`src/design/lte_pkg.sv`:
```
package lte_pkg;

	localparam int SAMPLE_WIDTH   = 32;
	localparam int CHAN_NUM_WIDTH = 5;
	localparam int STAMP_WIDTH    = 26;

endpackage

```
`src/design/lte_queue.sv`:
```
module lte_queue #(
	parameter int WIDTH = 90
) (
	input  logic             clk,
	input  logic             arst_n,
	input  logic             wr,
	input  logic [WIDTH-1:0] wr_data,
	output logic             full,
	input  logic             rd,
	output logic [WIDTH-1:0] rd_data,
	output logic             empty
);
	import lte_pkg::*;

	// two entries: head_q is always the oldest, next_q the one behind it
	localparam logic [1:0] CNT_NONE = 2'd0;
	localparam logic [1:0] CNT_ONE  = 2'd1;
	localparam logic [1:0] CNT_TWO  = 2'd2;

	logic [WIDTH-1:0] head_q;
	logic [WIDTH-1:0] next_q;
	logic [1:0]       count_q;

	assign full    = (count_q == CNT_TWO);
	assign empty   = (count_q == CNT_NONE);
	assign rd_data = head_q;

	always_ff @(posedge clk or negedge arst_n) begin
		if (!arst_n) begin
			count_q <= CNT_NONE;
		end else begin
			case ({wr, rd})
				2'b10:   count_q <= count_q + 2'd1;
				2'b01:   count_q <= count_q - 2'd1;
				default: count_q <= count_q;
			endcase
		end
	end

	always_ff @(posedge clk) begin
		case ({wr, rd})
			2'b10: begin
				if (count_q == CNT_NONE) begin
					head_q <= wr_data;
				end else begin
					next_q <= wr_data;
				end
			end
			2'b01: begin
				head_q <= next_q;
			end
			2'b11: begin
				if (count_q == CNT_ONE) begin
					head_q <= wr_data;
				end else begin
					head_q <= next_q;
					next_q <= wr_data;
				end
			end
			default: begin
				head_q <= head_q;
			end
		endcase
	end

endmodule

```
`src/design/lte_front.sv`:
```
module lte_front #(
	parameter int CHANNEL_COUNT = 32,
	parameter int TIME_WIDTH    = 26
) (
	input  logic                              clk,
	input  logic                              arst_n,
	input  logic                              push,
	output logic                              full,
	input  logic [lte_pkg::SAMPLE_WIDTH-1:0]  sample_bits,
	input  logic                              first_of_capture,
	output logic                              q_wr,
	output logic [2*CHANNEL_COUNT+TIME_WIDTH-1:0] q_data,
	input  logic                              q_full
);
	import lte_pkg::*;

	logic [CHANNEL_COUNT-1:0] prev_q;
	logic [TIME_WIDTH-1:0]    index_q;
	logic [CHANNEL_COUNT-1:0] cur;
	logic [CHANNEL_COUNT-1:0] changed;
	logic [TIME_WIDTH-1:0]    index_next;
	logic                     accept;

	assign full       = q_full;
	assign accept     = push && !q_full;
	assign cur        = sample_bits[CHANNEL_COUNT-1:0];
	assign changed    = prev_q ^ cur;
	assign index_next = index_q + {{(TIME_WIDTH-1){1'b0}}, 1'b1};

	// only samples with at least one transition need the back end
	assign q_wr   = accept && !first_of_capture && (|changed);
	assign q_data = {changed, cur, index_next};

	always_ff @(posedge clk or negedge arst_n) begin
		if (!arst_n) begin
			prev_q  <= '0;
			index_q <= '0;
		end else if (accept) begin
			prev_q <= cur;
			if (first_of_capture) begin
				index_q <= '0;
			end else begin
				index_q <= index_next;
			end
		end
	end

endmodule

```
`src/design/lte_back.sv`:
```
module lte_back #(
	parameter int CHANNEL_COUNT = 32,
	parameter int TIME_WIDTH    = 26
) (
	input  logic                                  clk,
	input  logic                                  arst_n,
	input  logic [2*CHANNEL_COUNT+TIME_WIDTH-1:0] q_data,
	input  logic                                  q_empty,
	output logic                                  q_rd,
	output logic                                  empty,
	input  logic                                  pop,
	output logic                                  new_level,
	output logic [lte_pkg::CHAN_NUM_WIDTH-1:0]    channel_number,
	output logic [lte_pkg::STAMP_WIDTH-1:0]       time_stamp,
	output logic                                  last_of_run
);
	import lte_pkg::*;

	logic [CHANNEL_COUNT-1:0]  mask_q;
	logic [CHANNEL_COUNT-1:0]  lvl_q;
	logic [TIME_WIDTH-1:0]     time_q;
	logic                      busy_q;
	logic                      out_valid_q;
	logic                      level_q;
	logic [CHAN_NUM_WIDTH-1:0] chan_q;
	logic [TIME_WIDTH-1:0]     stamp_q;
	logic                      last_q;

	logic [CHANNEL_COUNT-1:0]  lowest;
	logic [CHANNEL_COUNT-1:0]  rest;
	logic [CHAN_NUM_WIDTH-1:0] idx;
	logic                      pick_level;
	logic                      pick_last;
	logic                      step;
	logic                      out_taken;

	// isolate the lowest pending channel
	assign lowest     = mask_q & (~mask_q + {{(CHANNEL_COUNT-1){1'b0}}, 1'b1});
	assign rest       = mask_q & ~lowest;
	assign pick_level = |(lowest & lvl_q);
	assign pick_last  = ~(|rest);

	always_comb begin
		idx = '0;
		for (int i = 0; i < CHANNEL_COUNT; i++) begin
			if (lowest[i]) begin
				idx = idx | CHAN_NUM_WIDTH'(i);
			end
		end
	end

	assign out_taken = pop && out_valid_q;
	assign step      = busy_q && (!out_valid_q || pop);
	assign q_rd      = !q_empty && (!busy_q || (step && pick_last));

	assign empty          = !out_valid_q;
	assign new_level      = level_q;
	assign channel_number = chan_q;
	assign time_stamp     = STAMP_WIDTH'(stamp_q);
	assign last_of_run    = last_q;

	always_ff @(posedge clk or negedge arst_n) begin
		if (!arst_n) begin
			busy_q      <= 1'b0;
			out_valid_q <= 1'b0;
		end else begin
			if (q_rd) begin
				busy_q <= 1'b1;
			end else if (step && pick_last) begin
				busy_q <= 1'b0;
			end
			if (step) begin
				out_valid_q <= 1'b1;
			end else if (out_taken) begin
				out_valid_q <= 1'b0;
			end
		end
	end

	always_ff @(posedge clk) begin
		if (q_rd) begin
			mask_q <= q_data[2*CHANNEL_COUNT+TIME_WIDTH-1 -: CHANNEL_COUNT];
			lvl_q  <= q_data[CHANNEL_COUNT+TIME_WIDTH-1 -: CHANNEL_COUNT];
			time_q <= q_data[TIME_WIDTH-1:0];
		end else if (step) begin
			mask_q <= rest;
		end
		if (step) begin
			level_q <= pick_level;
			chan_q  <= idx;
			stamp_q <= time_q;
			last_q  <= pick_last;
		end
	end

endmodule

```
`src/design/logic_transition_encoder_top.sv`:
```
// Channel   Handshake      Fields
// input     push / full    sample_bits, first_of_capture
// output    empty / pop    new_level, channel_number, time_stamp, last_of_run
//
// A sample is taken every cycle while the two-entry queue between front and
// back has room; a sample with no transition (or a capture start) never
// enters the queue. In the back end a sample with k changed channels gives
// k packets, one packet per cycle while pop is held, through the single
// output register. Reset clears the stored sample and index; stalls on pop
// back up into the queue and then raise full.
module logic_transition_encoder_top #(
	parameter int CHANNEL_COUNT = 32,
	parameter int TIME_WIDTH    = 26
) (
	input  logic                              clk,
	input  logic                              arst_n,
	input  logic                              push,
	output logic                              full,
	input  logic [lte_pkg::SAMPLE_WIDTH-1:0]  sample_bits,
	input  logic                              first_of_capture,
	output logic                              empty,
	input  logic                              pop,
	output logic                              new_level,
	output logic [lte_pkg::CHAN_NUM_WIDTH-1:0] channel_number,
	output logic [lte_pkg::STAMP_WIDTH-1:0]   time_stamp,
	output logic                              last_of_run
);
	import lte_pkg::*;

	localparam int QW = 2*CHANNEL_COUNT + TIME_WIDTH;

	logic          q_wr;
	logic          q_rd;
	logic          q_full;
	logic          q_empty;
	logic [QW-1:0] q_wdata;
	logic [QW-1:0] q_rdata;

	lte_front #(
		.CHANNEL_COUNT(CHANNEL_COUNT),
		.TIME_WIDTH   (TIME_WIDTH)
	) u_front (
		.clk             (clk),
		.arst_n          (arst_n),
		.push            (push),
		.full            (full),
		.sample_bits     (sample_bits),
		.first_of_capture(first_of_capture),
		.q_wr            (q_wr),
		.q_data          (q_wdata),
		.q_full          (q_full)
	);

	lte_queue #(
		.WIDTH(QW)
	) u_queue (
		.clk    (clk),
		.arst_n (arst_n),
		.wr     (q_wr),
		.wr_data(q_wdata),
		.full   (q_full),
		.rd     (q_rd),
		.rd_data(q_rdata),
		.empty  (q_empty)
	);

	lte_back #(
		.CHANNEL_COUNT(CHANNEL_COUNT),
		.TIME_WIDTH   (TIME_WIDTH)
	) u_back (
		.clk           (clk),
		.arst_n        (arst_n),
		.q_data        (q_rdata),
		.q_empty       (q_empty),
		.q_rd          (q_rd),
		.empty         (empty),
		.pop           (pop),
		.new_level     (new_level),
		.channel_number(channel_number),
		.time_stamp    (time_stamp),
		.last_of_run   (last_of_run)
	);

endmodule

```
`config.mk`:
```
export PLATFORM = sky130hd
export DESIGN_NAME = logic_transition_encoder_top
export DESIGN_NICKNAME = d
export VERILOG_FILES = /design/src/design/lte_pkg.sv /design/src/design/lte_queue.sv /design/src/design/lte_front.sv /design/src/design/lte_back.sv /design/src/design/logic_transition_encoder_top.sv
export SDC_FILE = /design/constraint.sdc
export NUM_CORES = 1
export LEC_CHECK = 0
export BUFFER_PORTS_ARGS = -buffer_cell sky130_fd_sc_hd__buf_4
export CORE_MARGIN = 8
export CORE_UTILIZATION = 65
export DETAILED_ROUTE_END_ITERATION = 8
export PLACE_DENSITY = 0.81
export SYNTH_ARGS = -nofsm -noshare
export SYNTH_HDL_FRONTEND = slang
export SYNTH_SLANG_ARGS = --single-unit
```
`constraint.sdc`:
```
create_clock -name clk -period 24.5 [get_ports clk]
set_input_delay 7.35 -clock clk [delete_from_list [all_inputs] [get_ports clk]]
set_output_delay 7.35 -clock clk [all_outputs]
set_load 0.02 [all_outputs]
```
==> reports/metrics.yaml <==
pwr:
  p_leak_nw: 6.34
  power_density_nw_per_um2: 91.8
  peakVddDrop_mv: 0.0737
  p_total_mw: 1.58
clock_network:
  clk_latency_ns: 0.53
  postCtsHoldBufs: 0
  path_clk_slew_ns: 0.06
  cts_resized: 0
  cts_sinks: 365
  cts_max_level: 2
  cts_tree: "built"
  cts_root_buf: "clkbuf_16"
  post_cts_buffers: 0
  clockBufferDepth: 3
  numCtsBuffers: 36
global_routing:
  grt_max_degree: 63
  grt_usage: 0.233
  first_global_vias: 8770
  antenna_found_initial: 0
  grt.overflow.total: 0
  grt_pass1_wl_um: 51200
synthesis:
  synth_cells: 1000
  avgSynthCellArea_um2: 15.2
  synth_fp_nets: 1044
  synth_edf_count: 303
  synth_seq_cells: 365
  ys_warn_count: 0
  syn_area_um2: 15200
  synth_seq_area_share: 0.700
  ys_async_sr_fraction: 0.170
  ys_types: 64
  synth-main-ff-cell: "edfxtp_1"
worst_setup_path:
  critPathLaunch: "sample_bits[25]"
  ff2ff_path_depth: 14
  rr_endpoint: "u_queue.rd_data[3]"
  r2r_setup_slack_ns: 17.90
  crit_fanout: 55
  cp.arrival_ns: 10.91
  worstPathRequired_ns: 24.78
  endpoint_kind: "flip-flop"
  timing.rr.start: "u_back.mask_q[5]"
  startpoint_type: "input port"
  critPathKind: "input port to flip-flop"
floorplan:
  dieWidth_um: 169
  core_area_um2: 23300
  start_util: 0.654
  die_y_um: 169
  placement_rows: 56
  ios: 72
  dieArea_um2: 28600
worst_hold_path:
  hp-class: "flip-flop to flip-flop"
  whs_endpoint: "u_back.time_q[18]"
  hold-path-cell-count: 0
  min_from: "u_queue.rd_data[18]"
place:
  place_area_um2: 15900
  globalplace.congestion: 0.925
  dp_hpwl_um: 20900
  pre_cts_slack_ns: 13.40
  portBuffers: 71
routing:
  drc: 0
  wl_per_cell_um: 23.3
  drtPass1Iterations: 7
  drt_iter0_markers: 941
  ant_nets: 0
  wirelength_um: 32900
  vias: 8879
  routed_via_density: 6.28
status:
  status: "complete, no violations"
layout:
  fin_nets: 1111
  diodes: 0
  postLayoutCellArea_um2: 17200
  area_delta_synth_final_pct: 12.8
  drive_gt1_frac: 0.188
  fillers: 1438
sta:
  maxSlewViolCount: 0
  max_freq_ghz: 0.0941
  rsz0062_at_grt: "no"
  clock_skew_ns: 0.0219
  tightest_slew_ns: 0.868
  timing.setup.tns_ns: 0
  finalHoldViolCount: 0
  final.period_utilization: 0.434
  fin_crit_ns: 10.63
  setup_viol: 0
  setup_slack_ns: 13.87
  slew_headroom: 0.416
run:
  maxCapViolations: 0
[how the worst max path moves through the flow]
stage	to	slack, ns	depth (start not counted)
global placement	u_queue.rd_data[1]	13.45	12
detailed placement	u_queue.rd_data[74]	13.40	12
CTS	u_queue.rd_data[74]	13.94	12
floorplan	u_queue.next_q[0]	7.33	9
global route	u_queue.rd_data[34]	13.74	12
finish	u_queue.rd_data[69]	13.87	12
[through the flow]
| stage | instances | hold WS (ns) | utilization |
|---|---|---|---|
| after floorplan | 1000 | 0.400 | - |
| after CTS | 1414 | 0.411 | 0.738 |
| after detailed placement | 1348 | 0.405 | 0.684 |
| after global routing | 1414 | 0.418 | 0.738 |
| after global placement | 1348 | 0.402 | 0.684 |
| final | 1414 | 0.413 | 0.738 |
[placed cells by master, fill, tap and decap left out, drive strengths merged, types with 20 or more instances in the layout]
cell type  Yosys  layout
a22o         107     107
buf           31      84
clkbuf        24      47
dfrtp         62      62
edfxtp       303     303
inv           37      37
mux2          45      45
mux2i         24      24
nand2         46      46
nor2          38      38
nor4          20      20
o21ai         26      26
xor2          39      39
[cell type report]
cell class / instances / area, um^2 / share of cell area
flip-flops and latches: 365 / 10700 / 0.620
multi-input cells: 543 / 4100 / 0.239
clock buffers: 47 / 1030 / 0.0603
repair buffers: 84 / 631 / 0.0367
well taps: 319 / 399 / 0.0232
clock inverters: 19 / 218 / 0.0127
inverters: 37 / 139 / 0.00809
[layer usage]
metal	global-route usage	wire, um	up-vias	share of wire
met5	0	0	-	0
met4	0.0700	805	0	0.024
met3	0.0573	3140	59	0.095
met2	0.347	15000	433	0.46
met1	0.336	13900	4387	0.42
li1	-	-	4000	-
[cells in the mapped netlist, types with 3 or more instances]
cell      number  area, um^2
and3_1         7        43.8
nand2b_1       6        37.5
nand3b_1       4        30.0
nor2_1        38         143
inv_1         37         139
or2_2          7        43.8
or3_1         11        68.8
buf_2          4        20.0
buf_1          5        18.8
o41a_1         3        33.8
nor3_1        18        90.1
a31oi_1        3        18.8
dfrtp_1       62        1550
o31ai_1        5        37.5
mux2i_1       24         240
and2_1         4        25.0
nand3_1       18        90.1
o21a_1         3        22.5
mux2_2        38         428
o21ai_0       26         130
a32o_1         3        30.0
a22oi_1        3        22.5
xnor2_1       18         158
xor2_1        39         342
clkbuf_1      24        90.1
ha_1           7        87.6
buf_6         20         225
and4_1         3        26.3
nand4_1        9        56.3
a211oi_1       5        37.5
nor4_1        20         125
nand2_1       46         173
edfxtp_1     303        9100
a22o_1       107         937
or4_1          6        45.0
mux2_4         7         105
nor2b_1        4        25.0
maj3_1         3        30.0
a21oi_1       18        90.1
[cells by family (layout without fill, tap and decap cells)]
| group | Yosys count | after routing | synth area share |
|---|---|---|---|
| muxes | 69 | 69 | 0.0508 |
| buffers and inverters | 92 | 187 | 0.0334 |
| and+or+nand+nor | 211 | 211 | 0.0732 |
| DFF | 365 | 365 | 0.700 |
| xor gates and xnor gates | 57 | 57 | 0.0328 |
| AOI/OAI and AO/OA | 196 | 196 | 0.102 |
| adders and majority gates | 10 | 10 | 0.00773 |
[where the power goes]
part	switching (mW)	leakage (nW)	internal, mW	total, mW
Combinational	0.117	2.16	0.0797	0.197
Sequential	0.0420	3.58	0.765	0.807
Clock	0.230	0.609	0.342	0.572
Total	0.389	6.34	1.19	1.58
[sequential cells by signal, summed over array words and instances (netlist names)]
register,cells
u_queue.next_q,90
u_back.new_level,1
u_front.prev_q,32
u_back.channel_number,5
u_queue.count_q,2
u_queue.rd_data,90
u_front.index_q,26
u_back.last_of_run,1
u_back.busy_q,1
u_back.mask_q,32
u_back.out_valid_q,1
u_back.time_q,26
u_back.lvl_q,32
u_back.time_stamp,26
[critical path, cell delays in order]
cell	delay (ns)
buf_4	0.12
xor2_1	0.18
nor4_1	0.43
nand4_1	0.17
o21ai_0	0.36
inv_1	0.14
ha_1	0.23
and2_1	0.21
or3_1	0.32
o32a_2	0.60
buf_4	0.44
a22o_1	0.32
No activity file was read; power rests on OpenSTA's default activity.
